--- src/hw/rtl/vertical_line_page_writer_unit_defines.svh ---
// assertion macros shared by the vertical line page writer rtl
// no dependencies; define NO_ASSERTIONS to compile the checks out
`ifndef VERTICAL_LINE_PAGE_WRITER_UNIT_DEFINES_SVH
`define VERTICAL_LINE_PAGE_WRITER_UNIT_DEFINES_SVH

`ifndef NO_ASSERTIONS
// check a property on every clock edge outside reset
`define VLPW_ASSERT(label, clk, rst, prop, msg) \
   label: assert property (@(posedge clk) disable iff (rst) prop) else $error(msg);
// check a property on every clock edge, reset included
`define VLPW_ASSERT_ALWAYS(label, clk, prop, msg) \
   label: assert property (@(posedge clk) prop) else $error(msg);
`else
`define VLPW_ASSERT(label, clk, rst, prop, msg)
`define VLPW_ASSERT_ALWAYS(label, clk, prop, msg)
`endif

`endif

--- src/hw/rtl/vlpw_pkg.sv ---
// types and constants of the vertical line page writer
// no dependencies
`timescale 1ns / 1ps

package vlpw_pkg;

   // display geometry
   localparam int ROWS         = 64;
   localparam int HALF_COLUMNS = 64;

   // lcd controller command codes
   localparam logic [7:0] CMD_SET_COLUMN = 8'h40;
   localparam logic [7:0] CMD_SET_PAGE   = 8'hB8;

   // write sequencer states
   typedef enum logic [1:0] {
      ST_IDLE,
      ST_COLUMN,
      ST_PAGE,
      ST_DATA
   } state_type;

endpackage

--- src/hw/rtl/vertical_line_page_writer_unit.sv ---
// vertical line page writer: one segment request in, lcd bus writes out
// depends on vlpw_pkg and vertical_line_page_writer_unit_defines.svh
// the first write beat is offered in the cycle after the request beat is taken
// write beats: 3 per touched 8-row page (3..24), one per cycle without stall;
//    the next request is taken only once the sequencer is back in idle
// the writes are issued by the page sequencer, one per cycle unless rsp_stall
// reset (synchronous, active high) returns the sequencer to idle
`timescale 1ns / 1ps
`include "vertical_line_page_writer_unit_defines.svh"

module vertical_line_page_writer_unit (
   input  logic       clock,
   input  logic       reset,
   // request channel
   input  logic       req_valid,
   output logic       req_stall,
   input  logic [6:0] req_column,
   input  logic [5:0] req_row_a,
   input  logic [5:0] req_row_b,
   // response channel
   output logic       rsp_valid,
   input  logic       rsp_stall,
   output logic       rsp_right_half,
   output logic       rsp_is_data,
   output logic [7:0] rsp_bus_byte,
   output logic       rsp_last
);
   import vlpw_pkg::*;

   localparam logic [8:0] ROW_MAX  = 9'(ROWS - 1);
   localparam logic [7:0] HALF_COL = 8'(HALF_COLUMNS);

   // sequencer state
   state_type  state_ff, state_in;
   logic [2:0] page_ff,  page_in;

   // segment held for the whole write sequence
   logic [5:0] lo_ff,    lo_in;
   logic [5:0] hi_ff,    hi_in;
   logic [5:0] addr_ff,  addr_in;
   logic       right_ff, right_in;

   // request decode
   logic       req_take;
   logic       rsp_take;
   logic [5:0] row_lo;
   logic [5:0] row_hi;
   logic [7:0] col_sub;
   logic       col_right;

   // data byte shift unit
   logic [2:0] first_bit;
   logic [2:0] last_bit;
   logic [7:0] row_mask;
   logic       last_page;

   assign req_take = req_valid && !req_stall;
   assign rsp_take = rsp_valid && !rsp_stall;

   // put the row ends in order, then clamp them to the display height
   always_comb begin
      logic [5:0] a_ord;
      logic [5:0] b_ord;
      a_ord = (req_row_a > req_row_b) ? req_row_b : req_row_a;
      b_ord = (req_row_a > req_row_b) ? req_row_a : req_row_b;
      row_lo = ({3'b000, a_ord} > ROW_MAX) ? ROW_MAX[5:0] : a_ord;
      row_hi = ({3'b000, b_ord} > ROW_MAX) ? ROW_MAX[5:0] : b_ord;
   end

   // controller select and the column address within that controller
   assign col_right = ({1'b0, req_column} >= HALF_COL);
   assign col_sub   = {1'b0, req_column} - HALF_COL;

   // first and last lit bit of the current page
   assign last_page = (page_ff == hi_ff[5:3]);
   assign first_bit = (page_ff == lo_ff[5:3]) ? lo_ff[2:0] : 3'd0;
   assign last_bit  = last_page ? hi_ff[2:0] : 3'd7;
   assign row_mask  = (8'hFF << first_bit) & (8'hFF >> (3'd7 - last_bit));

   // next state: column, page, data for each page from low to high
   always_comb begin
      state_in = state_ff;
      page_in  = page_ff;
      lo_in    = lo_ff;
      hi_in    = hi_ff;
      addr_in  = addr_ff;
      right_in = right_ff;
      unique case (state_ff)
         ST_IDLE: begin
            if (req_take) begin
               state_in = ST_COLUMN;
               lo_in    = row_lo;
               hi_in    = row_hi;
               page_in  = row_lo[5:3];
               right_in = col_right;
               addr_in  = col_right ? col_sub[5:0] : req_column[5:0];
            end
         end
         ST_COLUMN: begin
            if (rsp_take) begin
               state_in = ST_PAGE;
            end
         end
         ST_PAGE: begin
            if (rsp_take) begin
               state_in = ST_DATA;
            end
         end
         ST_DATA: begin
            if (rsp_take) begin
               if (last_page) begin
                  state_in = ST_IDLE;
               end else begin
                  state_in = ST_COLUMN;
                  page_in  = page_ff + 3'd1;
               end
            end
         end
         default: begin
            state_in = ST_IDLE;
         end
      endcase
   end

   // outputs: one write beat per busy state, all fields from registers
   always_comb begin
      req_stall      = (state_ff != ST_IDLE);
      rsp_valid      = 1'b0;
      rsp_right_half = right_ff;
      rsp_is_data    = 1'b0;
      rsp_bus_byte   = 8'h00;
      rsp_last       = 1'b0;
      unique case (state_ff)
         ST_IDLE: begin
            rsp_valid = 1'b0;
         end
         ST_COLUMN: begin
            rsp_valid    = 1'b1;
            rsp_bus_byte = CMD_SET_COLUMN | {2'b00, addr_ff};
         end
         ST_PAGE: begin
            rsp_valid    = 1'b1;
            rsp_bus_byte = CMD_SET_PAGE | {5'b00000, page_ff};
         end
         ST_DATA: begin
            rsp_valid    = 1'b1;
            rsp_is_data  = 1'b1;
            rsp_bus_byte = row_mask;
            rsp_last     = last_page;
         end
         default: begin
            rsp_valid = 1'b0;
         end
      endcase
   end

   // control registers
   always_ff @(posedge clock) begin
      if (reset) begin
         state_ff <= ST_IDLE;
      end else begin
         state_ff <= state_in;
      end
   end

   // segment registers, no reset needed
   always_ff @(posedge clock) begin
      page_ff  <= page_in;
      lo_ff    <= lo_in;
      hi_ff    <= hi_in;
      addr_ff  <= addr_in;
      right_ff <= right_in;
   end

   // a taken request always starts with the set-column write
   `VLPW_ASSERT(a_start_column, clock, reset, req_take |=> (state_ff == ST_COLUMN), "request did not start with set-column")
   // the page walk stays between the segment's bottom and top pages
   `VLPW_ASSERT(a_page_bound, clock, reset, (state_ff != ST_IDLE) |-> (page_ff <= hi_ff[5:3]) && (page_ff >= lo_ff[5:3]), "page outside segment")
   // a taken non-final data write moves on to the next page
   `VLPW_ASSERT(a_page_step, clock, reset, (rsp_take && rsp_is_data && !rsp_last) |=> (state_ff == ST_COLUMN) && (page_ff == $past(page_ff) + 3'd1), "page step lost")
   // the final flag only rides on a data write
   `VLPW_ASSERT(a_last_data, clock, reset, rsp_last |-> rsp_is_data && rsp_valid, "last flag on command write")
   // the data byte is never empty
   `VLPW_ASSERT(a_byte_nonzero, clock, reset, (rsp_valid && rsp_is_data) |-> (rsp_bus_byte != 8'h00), "empty data byte")
   // no response beat while $past(reset) is high
   `VLPW_ASSERT_ALWAYS(a_reset_quiet, clock, $past(reset) |-> !rsp_valid, "response beat after reset")

endmodule

--- config.mk ---
export PLATFORM = sky130hd
export DESIGN_NAME = vertical_line_page_writer_unit
export DESIGN_NICKNAME = d
export VERILOG_FILES = /design/src/hw/rtl/vlpw_pkg.sv /design/src/hw/rtl/vertical_line_page_writer_unit.sv
export VERILOG_INCLUDE_DIRS = /design/src /design/src/hw/rtl
export SDC_FILE = /design/constraint.sdc
export NUM_CORES = 1
export LEC_CHECK = 0
export BUFFER_PORTS_ARGS = -buffer_cell sky130_fd_sc_hd__buf_2
export CAP_MARGIN = 20
export CORE_MARGIN = 2
export CORE_UTILIZATION = 58
export DETAILED_ROUTE_END_ITERATION = 12
export MAX_ROUTING_LAYER = met4
export PLACE_DENSITY = 0.85
export SLEW_MARGIN = 15
export SYNTH_ARGS = -nofsm -noshare
export SYNTH_HDL_FRONTEND = slang
export SYNTH_SLANG_ARGS = --single-unit
--- constraint.sdc ---
create_clock -name clock -period 3.65 [get_ports clock]
set_clock_uncertainty 0.15 [all_clocks]
set_input_delay 0.5475 -clock clock [delete_from_list [all_inputs] [get_ports clock]]
set_output_delay 0.5475 -clock clock [all_outputs]
set_load 0.02 [all_outputs]
-- Word-level counts from Yosys, hierarchy flattened
Cells that the tools add are included.
- reductions and logical operators: 11
- equality and inequality tests: 10
- shift-type cells: 2
- order comparisons: 2
- mux-type cells: 19
- div/mod/pow operators: 0
- multipliers: 0
- bitwise gates (word level): 1
- $add $sub $neg: 3
- operators by type and width (operator ; number):
    case mux 8 bit (3 select lines) ; 1
    two-way mux 6 bit ; 3
    two-way mux 3 bit ; 5
    inequality test 2 bit, second input constant ; 5
    AND 8 bit ; 1
    two-way mux 2 bit ; 4
    case mux 2 bit (4 select lines) ; 1
    AND reduction 4 bit ; 2
    left shift 8 x 3 -> 8 bit, first input constant ; 1
    right shift 8 x 3 -> 8 bit, first input constant ; 1
    greater-or-equal comparator 7 bit, second input constant ; 1
    equality test 3 bit ; 2
    greater-than comparator 6 bit ; 1
    case mux 3 bit (2 select lines) ; 1
    subtractor 6 x 1 -> 6 bit, second input constant ; 1
    equality test 2 bit, second input constant ; 2
    nonzero test 2 bit ; 2
    adder 3 x 1 -> 3 bit, second input constant ; 1
    two-way mux 1 bit ; 3
    OR reduction 3 bit ; 1
    subtractor 3 bit, first input constant ; 1
    equality test 2 x 1 -> 1 bit, second input constant ; 1
    logical AND 1 bit ; 2
    zero test 1 bit ; 2
    other kinds (3) ; 3
- output and inout bits: 13
- bits in writable memories: 0
- bits in registers: 24
- bits in latches: 0
- input port bits: 23
- memories kept: 0
- bits in read-only memories: 0

-- Logic depth before layout (Yosys ltp)
Gate-level depths: netlist of run 1.
- word-level depth: 6
- gate-level depth with buffers: 8
- gate-level depth less buffers: 7

-- Least setup slack after synthesis of run 1
Ideal clock, no wire load.
- kind: register to output
- from: register state_ff[0]
- to: output rsp_bus_byte[1]
- required time: 2.952 ns
- slack: 1.237 ns
- arrival: 1.716 ns
- cell stages (with the launch flop): 6
- cell sequence: dfxtp_1 ha_1 clkbuf_1 buf_2 o311ai_1 a21oi_1
- cells in the longest elaborated chain, start to end: 2
- elaborated cells between the ends (all ways): 4
- those cells by class: 3 x eq/ne; 1 x mux
- ends and longest elaborated chain (item ; RTL line ; RTL):
    start, declared ; vertical_line_page_writer_unit.sv:34 ; state_type state_ff, state_in;
    start signal, assigned ; vertical_line_page_writer_unit.sv:162 ; state_ff <= state_in;
    equality test 2 bit or equality test 2 x 1 -> 1 bit (tied branches) ; vertical_line_page_writer_unit.sv:133 ; unique case (state_ff)
    case mux 8 bit (3 select lines) (*) ; vertical_line_page_writer_unit.sv:133 ;
    end, declared ; vertical_line_page_writer_unit.sv:25 ; output logic [7:0] rsp_bus_byte,
Every way passes the cells marked *; elsewhere a longest branch is shown, timed or not.

-- Worst setup path after layout of run 1
- from: register state_ff[0]
- to: output rsp_bus_byte[7]
Same word-level chain as after synthesis.

==> results.md, run 1 <==
* Slew @ Worst Pin at 0.7527 ns
* Fraction of the core area covered by cells at the end of the flow at 68.65%
* Number of enable flip-flop cells after synthesis at 22
* Largest stage delay, worst path at 0.68 ns
* Initial antenna violation count at 0
* Detail Route Antenna Nets at 0
* Number of instances in the synthesized netlist at 147
* Core area at 0.002686 mm2
* Most used cells in the layout excluding fill and tap cells: 35 x sky130_fd_sc_hd__buf_2, 22 x sky130_fd_sc_hd__edfxtp_1, 13 x sky130_fd_sc_hd__a21oi_1
* Setup slack at placement at 0.9043 ns
* Gate power share at 47.1%
* Largest fanout of any net on the critical path at 19
* CP startpoint kind: flip-flop
* CTS sink cnt at 24
* Post-cts resize count at 0
* Via count at 1237
* TritonCTS clock tree: built
* Final worst-path setup slack at 0.8093 ns
* Fraction of power spent switching nets at 41.73%
* Post-route non-filler standard cell count at 213
* Power spent charging and discharging nets at 531.6 uW
* Post-synthesis async set-or-reset flop share at 0%
* H-tree Lvls at 1
* Leftover overflow at the end of global routing at 0
* Headroom to the max-slew limit at 49.82%
* Count of routing violations after the opening detailed-route iteration at 71
* Via count of the first global-routing pass at 1214
* Number of detailed-routing iterations run before antenna repair at 4
* Commonest non-fill, non-tap cell in the layout: sky130_fd_sc_hd__buf_2
* Cell count of the worst reg-to-reg path at 3
* Crit path DAT at 2.14 ns
* Final Setup Violations at 0
* First-pass GRT wire length at 5.306 mm
* Cell breakdown of the critical path: ha_1 > a21boi_1 > o211ai_1 > o21ai_1 > buf_2
* Number of buffers created by CTS at 3
* Overall Power at 1.274 mW
* Final Max Slew Viols at 0
* Post-place instance area at 0.001792 mm2
* Final HPWL from detailed placement at 2.440 mm
* Required time worst endpoint at 2.95 ns
* Pint at 742.3 uW
* Run status: finished clean
* Top cells by area, synth: sky130_fd_sc_hd__edfxtp_1 41%, sky130_fd_sc_hd__ha_1 9.4%, sky130_fd_sc_hd__mux2_1 8.5%, sky130_fd_sc_hd__a21oi_1 4.1%, sky130_fd_sc_hd__xor2_1 3.3%
* Flip-flop and latch count after synthesis at 24
* Buffer count from post-CTS setup fixing at 0
* WL/cell at 15.03 um
* CTS Hold Buffers Added at 0
* Mean instance size in the synthesized netlist at 10.87 um2
* Portion of total power attributed to the clock network at 15.0%
* Worst skew pair latency at 0.31 ns
* Root Driver: sky130_fd_sc_hd__clkbuf_4
* Proportion of synthesized chip area in sequential cells at 43.85%
* Worst-case vdd ir drop at 0.0004827 V
* Final clock period utilization by the worst path at 77.83%
* NumNets Final at 218
* Worst slack on hold paths at 0.2467 ns
* Nets in the synthesized netlist at 182
* Final min period at 2.841 ns
* Die height at 56.49 um
* Wire length after detailed routing at 3.202 mm
* Buffers added on ports at 35
* Top cell type by total area after synthesis: sky130_fd_sc_hd__edfxtp_1
* Pwr Density at 690.8 mW/mm2
* Most used flip-flop cell after synthesis: sky130_fd_sc_hd__edfxtp_1
* Ant diodes at 0
* Max capacitance violation total at 0
* Post-synth top area share at 41.35%
* Yosys warning count at 0
* Highest attainable clock frequency at 352.0 MHz
* Standard-cell rows at 19
* Final routed DRC violation total at 0
* Top-Level Pins at 36
* Number of buffers between clock root and the deepest sink at 2
* Number of placed instances with taps included at 209
* Hold crit path type: in -> reg
* Area overhead of the layout relative to synthesis at 15.43%
* Final GP Congestion at 0.8727
* Summed negative setup slack over all endpoints at 0 ns
* Share of post-route cells with drive strength above 1 at 24.73%
* Pin count of the biggest net entering global routing at 20
* Total standard cell area after synthesis at 0.001598 mm2
* Die footprint at 0.003191 mm2
* Sequential power share at 37.8%
* Instance count along the most critical hold path at 1
* Via/cell ratio at 5.808
* Count of cell types in the netlist at 37
* Clock-pin transition on the worst setup and hold timing paths at 0.14 ns
* Effective utilization at floorplan at 59.48%
* Slowest stage cell, crit path: sky130_fd_sc_hd__ha_1
* Post-route cell area at 0.001844 mm2
* Overall die width at 56.49 um
* CP Capture Type: output port
* Total routing usage reported by global routing at 21.99%
* Critical path type: reg -> out
* RSZ-0062 raised after global routing: false
* Hold violation total from the final report at 0
* Leak at 0.7775 nW
## logic make-up (layout without fill, tap and decap cells)
kind of cell | after synthesis | after routing | synth area share (%)
muxes | 14 | 14 | 9.710
buffers and inverters | 17 | 52 | 4.541
AOI/OAI and AO/OA | 40 | 40 | 18.25
adders and majority gates | 12 | 12 | 9.397
and+or+nand+nor | 33 | 33 | 10.42
xor gates and xnor gates | 7 | 7 | 3.837
DFF | 24 | 24 | 43.85
## path summary, 6_finish.rpt
check / start / to / slack, ns
setup reg to reg: state_ff[0]$_SDFFE_PP0P_ / page_ff[2]$_DFFE_PP_ / 1.58
hold reg to reg: state_ff[0]$_SDFFE_PP0P_ / state_ff[0]$_SDFFE_PP0P_ / 0.43
setup / recovery: state_ff[0]$_SDFFE_PP0P_ / rsp_bus_byte[7] / 0.81
hold / removal: req_column[1] / addr_ff[1]$_DFFE_PP_ / 0.25
## power groups by stage
stage	sequential, mW	clock, mW	combinational [mW]
3_3_place_gp	0.482	0	0.582
6_report	0.482	0.191	0.601
5_1_grt	0.492	0.202	0.664
2_1_floorplan	0.470	0	0.449
3_5_place_dp	0.488	0	0.601
4_1_cts	0.481	0.196	0.603
## area by class of cell
cell class,count,area (um2)
clock inverter,1,30.03
clock buffer,3,22.52
timing repair buffer,36,182.7
fill,210,842.1
tap,31,38.79
inverter,12,45.04
multi-input combinational,106,824.5
sequential,24,700.7
## synthesized netlist by cell type, types with 2 or more instances
master and count:
sky130_fd_sc_hd__edfxtp_1 22, sky130_fd_sc_hd__a21oi_1 13, sky130_fd_sc_hd__ha_1 12, sky130_fd_sc_hd__inv_1 12
sky130_fd_sc_hd__mux2_1 12, sky130_fd_sc_hd__nor2_1 10, sky130_fd_sc_hd__nand2_1 7, sky130_fd_sc_hd__nand3_1 7
sky130_fd_sc_hd__xor2_1 6, sky130_fd_sc_hd__o211ai_1 5, sky130_fd_sc_hd__a22oi_1 4, sky130_fd_sc_hd__clkbuf_1 3
sky130_fd_sc_hd__o211a_1 3, sky130_fd_sc_hd__a211o_1 2, sky130_fd_sc_hd__dfxtp_1 2, sky130_fd_sc_hd__mux2i_1 2
sky130_fd_sc_hd__nand2b_1 2, sky130_fd_sc_hd__nor3_2 2, sky130_fd_sc_hd__o21ai_0 2, sky130_fd_sc_hd__o21ai_1 2
## sequential cells by signal, summed over array words and instances, names as in the netlist
register        cells
rsp_right_half      1
state_ff            2
addr_ff             6
lo_ff               6
hi_ff               6
page_ff             3
## metal layers
metal	vias to the layer above	track usage [%]	routed length, um
li1	621	-	-
met1	564	29.07	1462
met2	48	33.39	1517
met3	4	2.304	175
met4	0	11.90	46
met5	-	-	0
## critical path: cells and delay by family, from the launching register on
family / cells / cell delay, ns
compound gates: 3 / 0.52
fa+ha+maj: 1 / 0.68
buf+inv: 1 / 0.17
flops: 1 / 0.45
No activity file was read; power rests on OpenSTA's default activity.
==> run 2: changes to the inputs <==
--- a/config.mk
+++ b/config.mk
@@ -6,13 +6,14 @@
 export SDC_FILE = /design/constraint.sdc
 export NUM_CORES = 1
 export LEC_CHECK = 0
+export ABC_AREA = 1
 export BUFFER_PORTS_ARGS = -buffer_cell sky130_fd_sc_hd__buf_2
 export CAP_MARGIN = 20
 export CORE_MARGIN = 2
-export CORE_UTILIZATION = 58
+export CORE_UTILIZATION = 49
 export DETAILED_ROUTE_END_ITERATION = 12
 export MAX_ROUTING_LAYER = met4
-export PLACE_DENSITY = 0.85
+export PLACE_DENSITY = 0.76
 export SLEW_MARGIN = 15
 export SYNTH_ARGS = -nofsm -noshare
 export SYNTH_HDL_FRONTEND = slang
==> constraint.sdc (replaced) <==
create_clock -name clock -period 2.5 [get_ports clock]
set_clock_uncertainty 0.15 [all_clocks]
set_input_delay 0.375 -clock clock [delete_from_list [all_inputs] [get_ports clock]]
set_output_delay 0.375 -clock clock [all_outputs]
set_load 0.02 [all_outputs]
==> results.md, run 2 <==
* Capturing element of the worst setup path: rsp_bus_byte[7] (unchanged)
* Number of instances in the synthesized netlist at 197 (was 147)
* Root Driver: sky130_fd_sc_hd__clkbuf_4 (unchanged)
* Final worst-path setup slack at 0.1470 ns (was 0.8093 ns)
* Pin count of the biggest net entering global routing at 20 (unchanged)
* Via count at 1369 (was 1237)
* Number of buffers between clock root and the deepest sink at 2 (unchanged)
* Headroom to the max-slew limit at 77.77% (was 49.82%)
* Summed negative setup slack over all endpoints at 0 ns (unchanged)
* Final routed DRC violation total at 0 (unchanged)
* Top-Level Pins at 36 (unchanged)
* WL/cell at 11.28 um (was 15.03 um)
* NumNets Final at 272 (was 218)
* First-pass GRT wire length at 5.230 mm (was 5.306 mm)
* Total routing usage reported by global routing at 19.32% (was 21.99%)
* Number of detailed-routing iterations run before antenna repair at 4 (unchanged)
* Worst-case vdd ir drop at 0.0003901 V (was 0.0004827 V)
* Via count of the first global-routing pass at 1228 (was 1214)
* Wire length after detailed routing at 3.157 mm (was 3.202 mm)
* RSZ-0062 raised after global routing: false (unchanged)
* CTS sink cnt at 24 (unchanged)
* Leftover overflow at the end of global routing at 0 (unchanged)
* Multi-input gate area in the final layout at 785.8 um2 (was 824.5 um2)
* Cell breakdown of the critical path: buf_4 > xor2_1 > nor2_2 > o21ai_0 > a31o_1 > buf_2 (was ha_1 > a21boi_1 > o211ai_1 > o21ai_1 > buf_2)
* Top cell type by total area after synthesis: sky130_fd_sc_hd__edfxtp_1 (unchanged)
* Largest fanout of any net on the critical path at 5 (was 19)
* Final Setup Violations at 0 (unchanged)
* Core area at 0.003103 mm2 (was 0.002686 mm2)
* Final HPWL from detailed placement at 2.561 mm (was 2.440 mm)
* Pwr Density at 928.6 mW/mm2 (was 690.8 mW/mm2)
* Number of placed instances with taps included at 274 (was 209)
* Post-synth top area share at 40.58% (was 41.35%)
* Effective utilization at floorplan at 52.46% (was 59.48%)
* Most used flip-flop cell after synthesis: sky130_fd_sc_hd__edfxtp_1 (unchanged)
* Slowest stage cell, crit path: sky130_fd_sc_hd__edfxtp_1 (was sky130_fd_sc_hd__ha_1)
* Most instantiated cells after synthesis: 39 x sky130_fd_sc_hd__nand2_1, 31 x sky130_fd_sc_hd__inv_1, 22 x sky130_fd_sc_hd__edfxtp_1 (was 22 x sky130_fd_sc_hd__edfxtp_1, 13 x sky130_fd_sc_hd__a21oi_1, 12 x sky130_fd_sc_hd__ha_1, 12 x sky130_fd_sc_hd__inv_1, 12 x sky130_fd_sc_hd__mux2_1)
* Number of buffers created by CTS at 3 (unchanged)
* Die footprint at 0.003799 mm2 (was 0.003191 mm2)
* Final min period at 2.353 ns
* Post-route non-filler standard cell count at 280 (was 213)
* Count of routing violations after the opening detailed-route iteration at 50 (was 71)
* Hold violation total from the final report at 0 (unchanged)
* Leak at 0.9284 nW (was 0.7775 nW)
* Fill cells at 301 (was 210)
* Capture instance of the worst register-to-register path: page_ff[1]$_DFFE_PP_ (was page_ff[2]$_DFFE_PP_)
* TritonCTS clock tree: built (unchanged)
* Count of cell types in the netlist at 29 (was 37)
* Highest attainable clock frequency at 425.0 MHz
* Share of post-route cells with drive strength above 1 at 24.15% (was 24.73%)
* Die height at 61.64 um (was 56.49 um)
* Overall die width at 61.64 um (was 56.49 um)
* Top cells by area, synth: sky130_fd_sc_hd__edfxtp_1 41%, sky130_fd_sc_hd__ha_1 9.2%, sky130_fd_sc_hd__nand2_1 9.0%, sky130_fd_sc_hd__inv_1 7.1%, sky130_fd_sc_hd__nand3_1 4.9% (was sky130_fd_sc_hd__edfxtp_1 41%, sky130_fd_sc_hd__ha_1 9.4%, sky130_fd_sc_hd__mux2_1 8.5%, sky130_fd_sc_hd__a21oi_1 4.1%, sky130_fd_sc_hd__xor2_1 3.3%)
* Worst skew pair latency at 0.31 ns (about the same)
* Critical path type: reg -> out (unchanged)
* CP startpoint kind: flip-flop (unchanged)
* Crit path DAT at 1.83 ns (was 2.14 ns)
* Biggest registers after layout: addr_ff (6), hi_ff (6), lo_ff (6) (unchanged)
* Slew @ Worst Pin at 0.3299 ns (was 0.7527 ns)
* Proportion of synthesized chip area in sequential cells at 43.04% (was 43.85%)
* Detail Route Antenna Nets at 0 (unchanged)
* Final Max Slew Viols at 0 (unchanged)
* Area overhead of the layout relative to synthesis at 18.14% (was 15.43%)
* Clock-pin transition on the worst setup and hold timing paths at 0.13 ns (was 0.14 ns)
* Crit path launch: page_ff[0]$_DFFE_PP_ (was state_ff[0]$_SDFFE_PP0P_)
* Via/cell ratio at 4.889 (was 5.808)
* Flip-flop and latch count after synthesis at 24 (unchanged)
* FF/Latch Area at 700.7 um2 (unchanged)
* Initial antenna violation count at 0 (unchanged)
* Most repeated cell in the gate-level netlist after synthesis: sky130_fd_sc_hd__nand2_1 (was sky130_fd_sc_hd__edfxtp_1)
* Number of enable flip-flop cells after synthesis at 22 (unchanged)
* Mean instance size in the synthesized netlist at 8.263 um2 (was 10.87 um2)
* Nets in the synthesized netlist at 232 (was 182)
* Origin of the critical flop-to-flop path: state_ff[0]$_SDFFE_PP0P_ (unchanged)
* Total standard cell area after synthesis at 0.001628 mm2 (was 0.001598 mm2)
* Required time worst endpoint at 1.98 ns (was 2.95 ns)
* Max capacitance violation total at 0 (unchanged)
* Commonest non-fill, non-tap cell in the layout: sky130_fd_sc_hd__nand2_1 (was sky130_fd_sc_hd__buf_2)
* Standard-cell rows at 20 (was 19)
* Most used cells in the layout excluding fill and tap cells: 39 x sky130_fd_sc_hd__nand2_1, 35 x sky130_fd_sc_hd__buf_2, 31 x sky130_fd_sc_hd__inv_1, 22 x sky130_fd_sc_hd__edfxtp_1, 16 x sky130_fd_sc_hd__nand3_1 (was 35 x sky130_fd_sc_hd__buf_2, 22 x sky130_fd_sc_hd__edfxtp_1, 13 x sky130_fd_sc_hd__a21oi_1)
* Ant diodes at 0 (unchanged)
* CTS Hold Buffers Added at 0 (unchanged)
* Slack of the worst reg-to-reg path at 0.60 ns (was 1.58 ns)
* CP Capture Type: output port (unchanged)
* Cell count of the worst reg-to-reg path at 7 (was 3)
* Hold crit path type: in -> reg (unchanged)
* Final GP Congestion at 0.8533 (was 0.8727)
* Final clock period utilization by the worst path at 94.12%
* H-tree Lvls at 1 (unchanged)
* Yosys warning count at 0 (unchanged)
* Post-synthesis async set-or-reset flop share at 0% (unchanged)
* Run status: finished clean (unchanged)
* Largest stage delay, worst path at 0.52 ns (was 0.68 ns)
* Buffers added on ports at 35 (unchanged)
* Setup slack at placement at 0.3483 ns (was 0.9043 ns)
==> run 2: cell count changes after synthesis, moves of 4 or more <==
cell                       change
sky130_fd_sc_hd__mux2_1       -12
sky130_fd_sc_hd__a22oi_1       -4
sky130_fd_sc_hd__o21ai_1       +7
sky130_fd_sc_hd__inv_1        +19
sky130_fd_sc_hd__nand2_1      +32
sky130_fd_sc_hd__xor2_1        -5
sky130_fd_sc_hd__o211ai_1      -5
sky130_fd_sc_hd__nand3_1       +9
sky130_fd_sc_hd__o21ai_0       +7
==> run 2: worst min path at each step <==
stage | cells after the start | from | endpoint | slack (ns)
CTS | 2 | reset | state_ff[1]$_SDFFE_PP0P_ | 0.05
global route | 2 | reset | state_ff[1]$_SDFFE_PP0P_ | 0.04
floorplan | 1 | reset | state_ff[0]$_SDFFE_PP0P_ | 0.29
global placement | 2 | state_ff[1]$_SDFFE_PP0P_ | state_ff[1]$_SDFFE_PP0P_ | 0.39
finish | 2 | reset | state_ff[1]$_SDFFE_PP0P_ | 0.06
detailed placement | 2 | state_ff[1]$_SDFFE_PP0P_ | state_ff[1]$_SDFFE_PP0P_ | 0.38
==> run 2: metrics by stage <==
step                total power, mW  hold WS (ns)  utilization, %  instance area, um2
floorplan                     1.276        0.2941               -                1628
finish                        1.786       0.06338           61.98                1923
detailed placement            1.500        0.3813           59.72                1853
global route                  1.940       0.04253           61.98                1923
CTS                           1.774       0.04999           61.41                1906
global placement              1.486        0.3885           59.72                1853
==> run 2: power by group <==
group	switching [mW]	internal, mW
Clock	0.109	0.162
Sequential	0.0870	0.588
Combinational	0.535	0.305
Total	0.731	1.05
==> run 2: final cells by class <==
type                    count  share of cell area, %
inverters                  33                  6.441
well taps                  44                  2.863
clock buffers               3                  1.171
clock inverters             1                  1.561
repair buffers             39                  10.67
multi-input cells         136                  40.86
flip-flops and latches     24                  36.43
==> run 2: what timing repair did <==
action | CTS | global route
endpoints found under the setup margin | 0 | 4
resized for setup | 0 | 1
endpoints found under the hold margin | 0 | 0
buffers inserted | 0 | 2
==> run 2: worst max-delay path: cells and delay by family, from the launching register on <==
kind            cells  cell delay [ns]
xor+xnor            1             0.16
flops               1             0.52
buf+inv             2             0.34
compound gates      2             0.34
simple gates        1             0.16
==> run 2: routing by layer <==
| layer | vias up | part of all wire, % | track usage (%) |
|---|---|---|---|
| met1 | 607 | 49 | 25.20 |
| met5 | - | 0 | - |
| li1 | 732 | - | - |
| met2 | 26 | 47 | 30.68 |
| met3 | 4 | 2.5 | 1.891 |
| met4 | 0 | 1.7 | 8.207 |
==> run 2: kinds of logic after synthesis <==
| group | count (synthesis) | share of synthesized area (%) |
|---|---|---|
| compound gates | 38 | 13.07 |
| xor+xnor | 4 | 2.614 |
| fa+ha+maj | 12 | 9.223 |
| buf+inv | 37 | 8.839 |
| flops | 24 | 43.04 |
| simple gates | 82 | 23.21 |
